### config.mk
export PLATFORM = sky130hd
export DESIGN_NAME = chord_strum_spreader_unit
export DESIGN_NICKNAME = d
export VERILOG_FILES = /design/src/css_pkg.sv /design/src/css_cell.sv /design/src/chord_strum_spreader_unit.sv
export VERILOG_INCLUDE_DIRS = /design/src /design/src/src
export SDC_FILE = /design/constraint.sdc
export NUM_CORES = 1
export LEC_CHECK = 0
export BUFFER_PORTS_ARGS = -buffer_cell sky130_fd_sc_hd__buf_2
export CAP_MARGIN = 30
export CORE_MARGIN = 3
export CORE_UTILIZATION = 60
export DETAILED_ROUTE_END_ITERATION = 12
export PLACE_DENSITY = 0.84
export SLEW_MARGIN = 20
export SYNTH_ARGS = -nofsm -noshare
export SYNTH_HDL_FRONTEND = slang
export SYNTH_SLANG_ARGS = --single-unit
### constraint.sdc
create_clock -name aclk -period 8.18 [get_ports aclk]
set_clock_uncertainty 0.15 [all_clocks]
set_input_delay 1.636 -clock aclk [delete_from_list [all_inputs] [get_ports aclk]]
set_output_delay 1.636 -clock aclk [all_outputs]
set_load 0.05 [all_outputs]
### src/chord_strum_spreader_unit_macros.svh
// Assertion macros for the chord strum spreader RTL.
// Included by chord_strum_spreader_unit, which carries concurrent checks; depends on nothing.
`ifndef CHORD_STRUM_SPREADER_UNIT_MACROS_SVH
`define CHORD_STRUM_SPREADER_UNIT_MACROS_SVH
`ifndef NO_ASSERTIONS
`define CSS_ASSERT_IMPLY(lbl, clk, rstn, ante, cons, msg) \
    lbl: assert property (@(posedge clk) disable iff (!rstn) (ante) |-> (cons)) \
        else $error(msg);
`define CSS_ASSERT_NEXT(lbl, clk, rstn, ante, cons, msg) \
    lbl: assert property (@(posedge clk) disable iff (!rstn) (ante) |=> (cons)) \
        else $error(msg);
`else
`define CSS_ASSERT_IMPLY(lbl, clk, rstn, ante, cons, msg)
`define CSS_ASSERT_NEXT(lbl, clk, rstn, ante, cons, msg)
`endif
`endif

### src/css_pkg.sv
// Shared types and constants of the chord strum spreader.
// Used by css_cell and chord_strum_spreader_unit; depends on nothing.
`timescale 1ns / 1ps
package css_pkg;

    localparam int TIME_W    = 32;
    localparam int PITCH_W   = 7;
    localparam int PAYLOAD_W = 32;
    // Smallest group that gets sorted and strummed.
    localparam int MIN_CHORD = 3;

    typedef logic signed [TIME_W-1:0] start_t;
    typedef logic [PITCH_W-1:0]       pitch_t;
    typedef logic [PAYLOAD_W-1:0]     payload_t;

    typedef struct packed {
        start_t   note_start;
        pitch_t   note_pitch;
        payload_t note_payload;
        logic     end_of_list;
    } note_in_t;

    typedef struct packed {
        start_t   out_start;
        pitch_t   out_pitch;
        payload_t out_payload;
        logic     out_last;
    } note_out_t;

    typedef struct packed {
        logic shift;
        logic sort_en;
        logic sort_odd;
    } cell_ctl_t;

    typedef enum logic [2:0] {
        ST_IDLE,
        ST_DECIDE,
        ST_PLACE,
        ST_SORT,
        ST_DRAIN,
        ST_NOTE
    } css_state_t;

    typedef enum logic [1:0] {
        PH_FIRST,
        PH_OVER,
        PH_EOL
    } css_phase_t;

endpackage

### src/css_cell.sv
// One slot of the group buffer: holds a pitch and a payload, loads a new note,
// shifts toward slot zero and takes part in odd-even transposition sorting.
// Depends on css_pkg.
`timescale 1ns / 1ps
module css_cell #(
    parameter int IDX = 0,
    parameter int CW  = 3
) (
    input  logic              aclk,
    input  css_pkg::cell_ctl_t ctl,
    input  logic              load,
    input  logic [CW-1:0]     count,
    input  css_pkg::pitch_t   load_pitch,
    input  css_pkg::payload_t load_payload,
    input  css_pkg::pitch_t   left_pitch,
    input  css_pkg::pitch_t   right_pitch,
    input  css_pkg::payload_t right_payload,
    output css_pkg::pitch_t   pitch,
    output css_pkg::payload_t payload
);
    import css_pkg::*;

    localparam logic [CW:0] POS      = (CW + 1)'(IDX);
    localparam logic [CW:0] POS_NEXT = (CW + 1)'(IDX + 1);
    localparam logic        LO_PAR   = 1'(IDX % 2);
    localparam logic        UP_PAR   = 1'((IDX + 1) % 2);

    pitch_t   pitch_reg, pitch_next;
    payload_t payload_reg, payload_next;
    logic     is_lower, is_upper;

    // In each sort phase a cell is either the low or the high member of a
    // pair, and only when both members hold notes of the group.
    always_comb begin
        is_lower = ctl.sort_en && (ctl.sort_odd == LO_PAR) && (POS_NEXT < {1'b0, count});
        is_upper = ctl.sort_en && (IDX > 0) && (ctl.sort_odd == UP_PAR)
                   && (POS < {1'b0, count});
        pitch_next   = pitch_reg;
        payload_next = payload_reg;
        if (load) begin
            pitch_next   = load_pitch;
            payload_next = load_payload;
        end else if (ctl.shift) begin
            pitch_next   = right_pitch;
            payload_next = right_payload;
        end else if (is_lower && (pitch_reg > right_pitch)) begin
            pitch_next = right_pitch;
        end else if (is_upper && (left_pitch > pitch_reg)) begin
            pitch_next = left_pitch;
        end
    end

    always_ff @(posedge aclk) begin
        pitch_reg   <= pitch_next;
        payload_reg <= payload_next;
    end

    assign pitch   = pitch_reg;
    assign payload = payload_reg;

endmodule

### src/chord_strum_spreader_unit.sv
// Channel  Dir  Payload     Handshake
// s_       in   note_in_t   s_valid / s_ready
// m_       out  note_out_t  m_valid / m_ready
//
// A note that only joins the buffer passes two steps: accept, then decide.
// Flushing a group of n notes first sorts it when n is 3 or more, then drains
// it at one word per cycle out of slot zero of the cell row.
// Input is taken only when the controller is idle; a stalled m_ready holds
// the drain. Reset (aresetn low, synchronous) empties the group.
`timescale 1ns / 1ps
`include "chord_strum_spreader_unit_macros.svh"
module chord_strum_spreader_unit #(
    parameter int MAX_GROUP = 6
) (
    input  logic               aclk,
    input  logic               aresetn,
    input  logic               s_valid,
    output logic               s_ready,
    input  css_pkg::note_in_t  s_data,
    output logic               m_valid,
    input  logic               m_ready,
    output css_pkg::note_out_t m_data
);
    import css_pkg::*;

    localparam int            CW        = $clog2(MAX_GROUP + 1);
    localparam logic [CW-1:0] CNT_MAX   = CW'(MAX_GROUP);
    localparam logic [CW-1:0] CNT_CHORD = CW'(MIN_CHORD);

    css_state_t    state_reg, state_next;
    css_phase_t    phase_reg, phase_next;
    logic [CW-1:0] count_reg, count_next;
    logic [CW-1:0] idx_reg, idx_next;
    logic [CW-1:0] sort_cnt_reg, sort_cnt_next;
    logic          xform_reg, xform_next;
    logic          osz_reg, osz_next;
    start_t        gstart_reg, gstart_next;
    note_in_t      hold_reg, hold_next;
    logic          m_valid_reg, m_valid_next;
    note_out_t     m_data_reg, m_data_next;

    cell_ctl_t     ctl;
    logic          load_en;
    logic          place;
    logic          flush_start;
    logic [CW-1:0] flush_n;
    logic          out_free;
    logic          same_start;
    logic [TIME_W-1:0] strum;

    pitch_t   cell_pitch   [MAX_GROUP];
    payload_t cell_payload [MAX_GROUP];

    for (genvar i = 0; i < MAX_GROUP; i++) begin : g_cell
        localparam int L = (i > 0) ? i - 1 : i;
        localparam int R = (i < MAX_GROUP - 1) ? i + 1 : i;
        css_cell #(
            .IDX(i),
            .CW (CW)
        ) u_cell (
            .aclk         (aclk),
            .ctl          (ctl),
            .load         (load_en && (count_reg == CW'(i))),
            .count        (count_reg),
            .load_pitch   (hold_reg.note_pitch),
            .load_payload (hold_reg.note_payload),
            .left_pitch   (cell_pitch[L]),
            .right_pitch  (cell_pitch[R]),
            .right_payload(cell_payload[R]),
            .pitch        (cell_pitch[i]),
            .payload      (cell_payload[i])
        );
    end

    assign s_ready    = (state_reg == ST_IDLE);
    assign m_valid    = m_valid_reg;
    assign m_data     = m_data_reg;
    assign out_free   = !m_valid_reg || m_ready;
    assign same_start = (hold_reg.note_start == gstart_reg);
    assign strum      = xform_reg ? TIME_W'(idx_reg >> 1) : '0;

    always_comb begin
        state_next    = state_reg;
        phase_next    = phase_reg;
        count_next    = count_reg;
        idx_next      = idx_reg;
        sort_cnt_next = sort_cnt_reg;
        xform_next    = xform_reg;
        osz_next      = osz_reg;
        gstart_next   = gstart_reg;
        hold_next     = hold_reg;
        m_valid_next  = m_valid_reg && !m_ready;
        m_data_next   = m_data_reg;
        ctl           = '0;
        load_en       = 1'b0;
        place         = 1'b0;
        flush_start   = 1'b0;
        flush_n       = count_reg;

        unique case (state_reg)
            ST_IDLE: begin
                if (s_valid) begin
                    hold_next  = s_data;
                    state_next = ST_DECIDE;
                end
            end
            ST_DECIDE: begin
                if (osz_reg && same_start) begin
                    // Over-long group still streaming: the note goes out as is.
                    if (out_free) begin
                        m_valid_next = 1'b1;
                        m_data_next  = '{hold_reg.note_start, hold_reg.note_pitch,
                                         hold_reg.note_payload, 1'b1};
                        osz_next     = !hold_reg.end_of_list;
                        state_next   = ST_IDLE;
                    end
                end else begin
                    osz_next = 1'b0;
                    if ((count_reg != '0) && !same_start) begin
                        flush_start = 1'b1;
                        phase_next  = PH_FIRST;
                    end else begin
                        place = 1'b1;
                    end
                end
            end
            ST_PLACE: begin
                place = 1'b1;
            end
            ST_SORT: begin
                ctl.sort_en   = 1'b1;
                ctl.sort_odd  = sort_cnt_reg[0];
                sort_cnt_next = sort_cnt_reg + 1'b1;
                if (sort_cnt_reg == count_reg - 1'b1) begin
                    state_next = ST_DRAIN;
                end
            end
            ST_DRAIN: begin
                if (out_free) begin
                    m_valid_next = 1'b1;
                    m_data_next  = '{start_t'($unsigned(gstart_reg) + strum),
                                     cell_pitch[0], cell_payload[0],
                                     (count_reg == CW'(1))
                                     && ((phase_reg == PH_EOL)
                                         || ((phase_reg == PH_FIRST)
                                             && !hold_reg.end_of_list))};
                    ctl.shift    = 1'b1;
                    count_next   = count_reg - 1'b1;
                    idx_next     = idx_reg + 1'b1;
                    if (count_reg == CW'(1)) begin
                        case (phase_reg)
                            PH_FIRST: state_next = ST_PLACE;
                            PH_OVER:  state_next = ST_NOTE;
                            default:  state_next = ST_IDLE;
                        endcase
                    end
                end
            end
            ST_NOTE: begin
                if (out_free) begin
                    m_valid_next = 1'b1;
                    m_data_next  = '{hold_reg.note_start, hold_reg.note_pitch,
                                     hold_reg.note_payload, 1'b1};
                    osz_next     = !hold_reg.end_of_list;
                    state_next   = ST_IDLE;
                end
            end
            default: begin
                state_next = ST_IDLE;
            end
        endcase

        if (place) begin
            if (count_reg == '0) begin
                load_en     = 1'b1;
                gstart_next = hold_reg.note_start;
                count_next  = CW'(1);
                if (hold_reg.end_of_list) begin
                    flush_start = 1'b1;
                    flush_n     = CW'(1);
                    phase_next  = PH_EOL;
                end else begin
                    state_next = ST_IDLE;
                end
            end else if (count_reg < CNT_MAX) begin
                load_en    = 1'b1;
                count_next = count_reg + 1'b1;
                if (hold_reg.end_of_list) begin
                    flush_start = 1'b1;
                    flush_n     = count_reg + 1'b1;
                    phase_next  = PH_EOL;
                end else begin
                    state_next = ST_IDLE;
                end
            end else begin
                // Group is full and one more note arrived: dump it unsorted.
                state_next = ST_DRAIN;
                phase_next = PH_OVER;
                xform_next = 1'b0;
                idx_next   = '0;
            end
        end

        if (flush_start) begin
            xform_next    = (flush_n >= CNT_CHORD);
            idx_next      = '0;
            sort_cnt_next = '0;
            state_next    = (flush_n >= CNT_CHORD) ? ST_SORT : ST_DRAIN;
        end
    end

    always_ff @(posedge aclk) begin
        if (!aresetn) begin
            state_reg   <= ST_IDLE;
            phase_reg   <= PH_FIRST;
            count_reg   <= '0;
            osz_reg     <= 1'b0;
            gstart_reg  <= '0;
            m_valid_reg <= 1'b0;
        end else begin
            state_reg   <= state_next;
            phase_reg   <= phase_next;
            count_reg   <= count_next;
            osz_reg     <= osz_next;
            gstart_reg  <= gstart_next;
            m_valid_reg <= m_valid_next;
        end
        idx_reg      <= idx_next;
        sort_cnt_reg <= sort_cnt_next;
        xform_reg    <= xform_next;
        hold_reg     <= hold_next;
        m_data_reg   <= m_data_next;
    end

    // While an over-long group streams through, nothing is buffered.
    `CSS_ASSERT_IMPLY(a_osz_empty, aclk, aresetn, osz_reg, count_reg == '0, "buffer not empty in passthrough")
    `CSS_ASSERT_IMPLY(a_count_max, aclk, aresetn, 1'b1, count_reg <= CNT_MAX, "group count overflow")
    `CSS_ASSERT_IMPLY(a_sort_size, aclk, aresetn, state_reg == ST_SORT, count_reg >= CNT_CHORD, "sorting a short group")
    `CSS_ASSERT_NEXT(a_accept_decide, aclk, aresetn, s_valid && s_ready, state_reg == ST_DECIDE, "accepted word not decoded")

endmodule
==> reports/metrics.csv <==
stage,metric,value,unit
die,rows,65,
clock_tree,cts_sinks,427,
die,dieArea,34950,µm²
worst_setup_path,arrival,4.29,ns
yosys,synthArstFlopShare,0,%
yosys,synth_warnings,0,
clock_tree,cts_resized,0,
detailed_routing,num_vias,12200,
die,fp.dieW,186.9,µm
worst_setup_path,cp_slowest_cell,or2_2,
die,start_util,61.62,%
power,power_leakage,7.949,nW
cells_and_area,n_antenna_cell,0,
worst_setup_path,path_class,reg2reg,
detailed_routing,drc_errors,0,
power,total_power,7.757,mW
cells_and_area,seq_area,12340,µm²
run_status,status,finished clean,
placed_design,routabilityCongestion,0.9487,
die,core,31880,µm²
clock_tree,postCtsSetupBuffers,0,
power,max-vdd-ir-drop,230.6,µV
placed_design,dp_hpwl,27.34,mm
detailed_routing,wire_per_inst,22.01,µm
clock_tree,clkTransAtPathRegs,0.06,ns
yosys,synth_enable_flop_cells,379,
detailed_routing,via_per_inst,6.167,
worst_setup_path,crit_buf_inv,1,
detailed_routing,drt_wl_total,43.56,mm
global_routing,grtUsageTotal,24.52,%
cells_and_area,drive_above_1_share,21.50,%
placed_design,dpl_cell_area,20750,µm²
detailed_routing,drtPass1Iterations,7,
cells_and_area,nFillCells,2054,
global_routing,grt_pass1_vias,12260,
worst_setup_path,endpoint_kind,register,
timing,rsz0062_at_grt,no,
global_routing,gr-total-overflow,0,
clock_tree,cts_htree_levels,2,
yosys,synth_cell_types,67,
worst_setup_path,worst_setup_path_start_kind,register,
yosys,synth_nets,1501,
timing,fin_crit,4.265,ns
clock_tree,ctsHoldBuffers,0,
cells_and_area,final_nets,1636,
worst_setup_path,max_stage_delay,0.78,ns
detailed_routing,ant_nets,0,
worst_setup_path,worstPathCellList,xor2_1 > nor4_1 > and4_1 > a31oi_4 > a2111oi_4 > buf_4 > or2_2,
cells_and_area,syn2layout_area_growth,12.67,%
power,power_density,350.5,nW/µm²
timing,finalSetupTns,0,ns
die,dieHeight,186.9,µm
timing,relSlewSlack,27.89,%
timing,hold_violations,0,
timing,fmax,234.5,MHz
clock_tree,cts_root_buffer,clkbuf_16,
cells_and_area,finalInstanceArea,22130,µm²
detailed_routing,drt-initial-drc-count,1107,
clock_tree,clock_path_buffers,3,
yosys,netlist_instances,1379,
global_routing,grt_pass1_wl,68.39,mm
worst_setup_path,cp.required,8.21,ns
clock_tree,cts_tree,done,
cells_and_area,multi_input_area,6798,µm²
cells_and_area,largest_register_ffs,192,
clock_tree,worstSkewPairLatency,0.56,ns
yosys,ys_ff_latch,427,
global_routing,grt_max_degree,74,
worst_setup_path,critical_path.top_delay_family,simple AND/OR/NAND/NOR gates,
timing,setup_viol,0,
yosys,netlist_area,19640,µm²
yosys,ys.flop_type,edfxtp_1,
yosys,yosysSeqAreaShare,62.83,%
worst_setup_path,critPathMaxFanout,41,
die,io_pins,150,
yosys,syn_avg_cell_area,14.24,µm²
global_routing,antenna_found_initial,0,
clock_tree,cts_made_buffers,43,
placed_design,io_buffers,149,
min_path,hold_class,reg2reg,
timing,min_period_over_period,52.14,%
timing,tightest_slew,1.072,ns
run,drv_cap,0,
timing,final_max_slew_viol_count,0,
-- cells in the mapped netlist, drive strengths merged (6+ instances only) --
master,count,area [µm²]
nor4,17,118.9
clkbuf,43,161.4
nand2,38,142.6
a31oi,20,140.1
inv,49,183.9
xor2,50,437.9
o31ai,6,50.05
ha,45,563.0
a211oi,10,75.07
mux2i,16,160.2
o211ai,35,262.8
dfxtp,48,960.9
o21ai,60,300.3
edfxtp,379,11380
nand4,14,87.58
o21a,9,67.56
nor2,54,202.7
nor2b,11,68.82
a21oi,73,365.4
xnor2,21,183.9
nor3,8,40.04
and4,6,52.55
buf,35,215.2
nand3,37,185.2
mux2,229,2695
-- final timing paths --
kind | from | to | slack [ns] | cells after the start
setup / recovery | hold_reg[60]$_DFFE_PP_ | g_cell[3].u_cell.payload[9]$_DFFE_PP_ | 3.92 | 7
hold reg to reg | idx_reg[1]$_SDFF_PP0_ | idx_reg[1]$_SDFF_PP0_ | 0.33 | 2
setup reg to reg | hold_reg[60]$_DFFE_PP_ | g_cell[3].u_cell.payload[9]$_DFFE_PP_ | 3.92 | 7
hold / removal | idx_reg[1]$_SDFF_PP0_ | idx_reg[1]$_SDFF_PP0_ | 0.33 | 2
-- layout by cell type (no fill, tap or decap), types with 21 or more instances in the layout --
cell / instances
edfxtp_1: 379
buf_2: 149
mux2_1: 148
a21oi_1: 73
nor2_1: 53
xor2_1: 50
mux2_2: 50
o21ai_0: 50
dfxtp_1: 48
inv_1: 47
ha_1: 45
clkbuf_16: 43
nand3_1: 37
nand2_1: 35
o211ai_1: 35
mux2_4: 31
xnor2_1: 21
-- worst reg2reg max path: cells and delay by family, from the launching register on --
kind                      cells  cell delay [ns]
and+or+nand+nor               3             1.86
xor gates and xnor gates      1             0.17
DFF                           1             0.42
AOI/OAI and AO/OA             2             0.71
buffers and inverters         1             0.55
-- cells by family after synthesis --
group	count (synthesis)	share of synthesized area, %
flops	427	62.83
compound gates	245	7.898
mux	245	14.54
simple gates	218	5.752
buf+inv	127	2.853
xor+xnor	71	3.166
fa+ha+maj	46	2.968
-- power breakdown --
part	internal (mW)	leakage, nW	switching, mW
sequential	3.21	3.89	0.371
clock	1.08	0.650	0.842
combinational	0.720	3.41	1.54
total	5.00	7.95	2.75
-- layout make-up --
class	instances	share of cell area, %
clock inverter	21	1.080
timing repair buffer	168	4.104
clock buffer	54	5.048
tap	435	2.459
sequential	427	55.76
multi-input combinational	825	30.71
inverter	49	0.8310
-- layer usage --
layer | global-route usage, % | share of wire (%) | vias up
met5 | 0 | 0 | -
met4 | 8.665 | 3.3 | 0
met3 | 3.654 | 7.6 | 104
met2 | 39.39 | 47 | 599
met1 | 34.57 | 42 | 5971
li1 | - | - | 5530
-- per-stage QoR --
step                      utilization, %  cells  worst slack [ns]  hold slack (ns)
after floorplan                        -   1379            0.6164           0.2954
final                              69.42   1979             3.915           0.3314
after global routing               69.42   1979             3.746           0.3724
after CTS                          69.34   1978             3.960           0.3307
after detailed placement           65.08   1903             3.983           0.3247
after global placement             65.08   1903             4.076           0.3107
(Power assumes the default switching activity.)
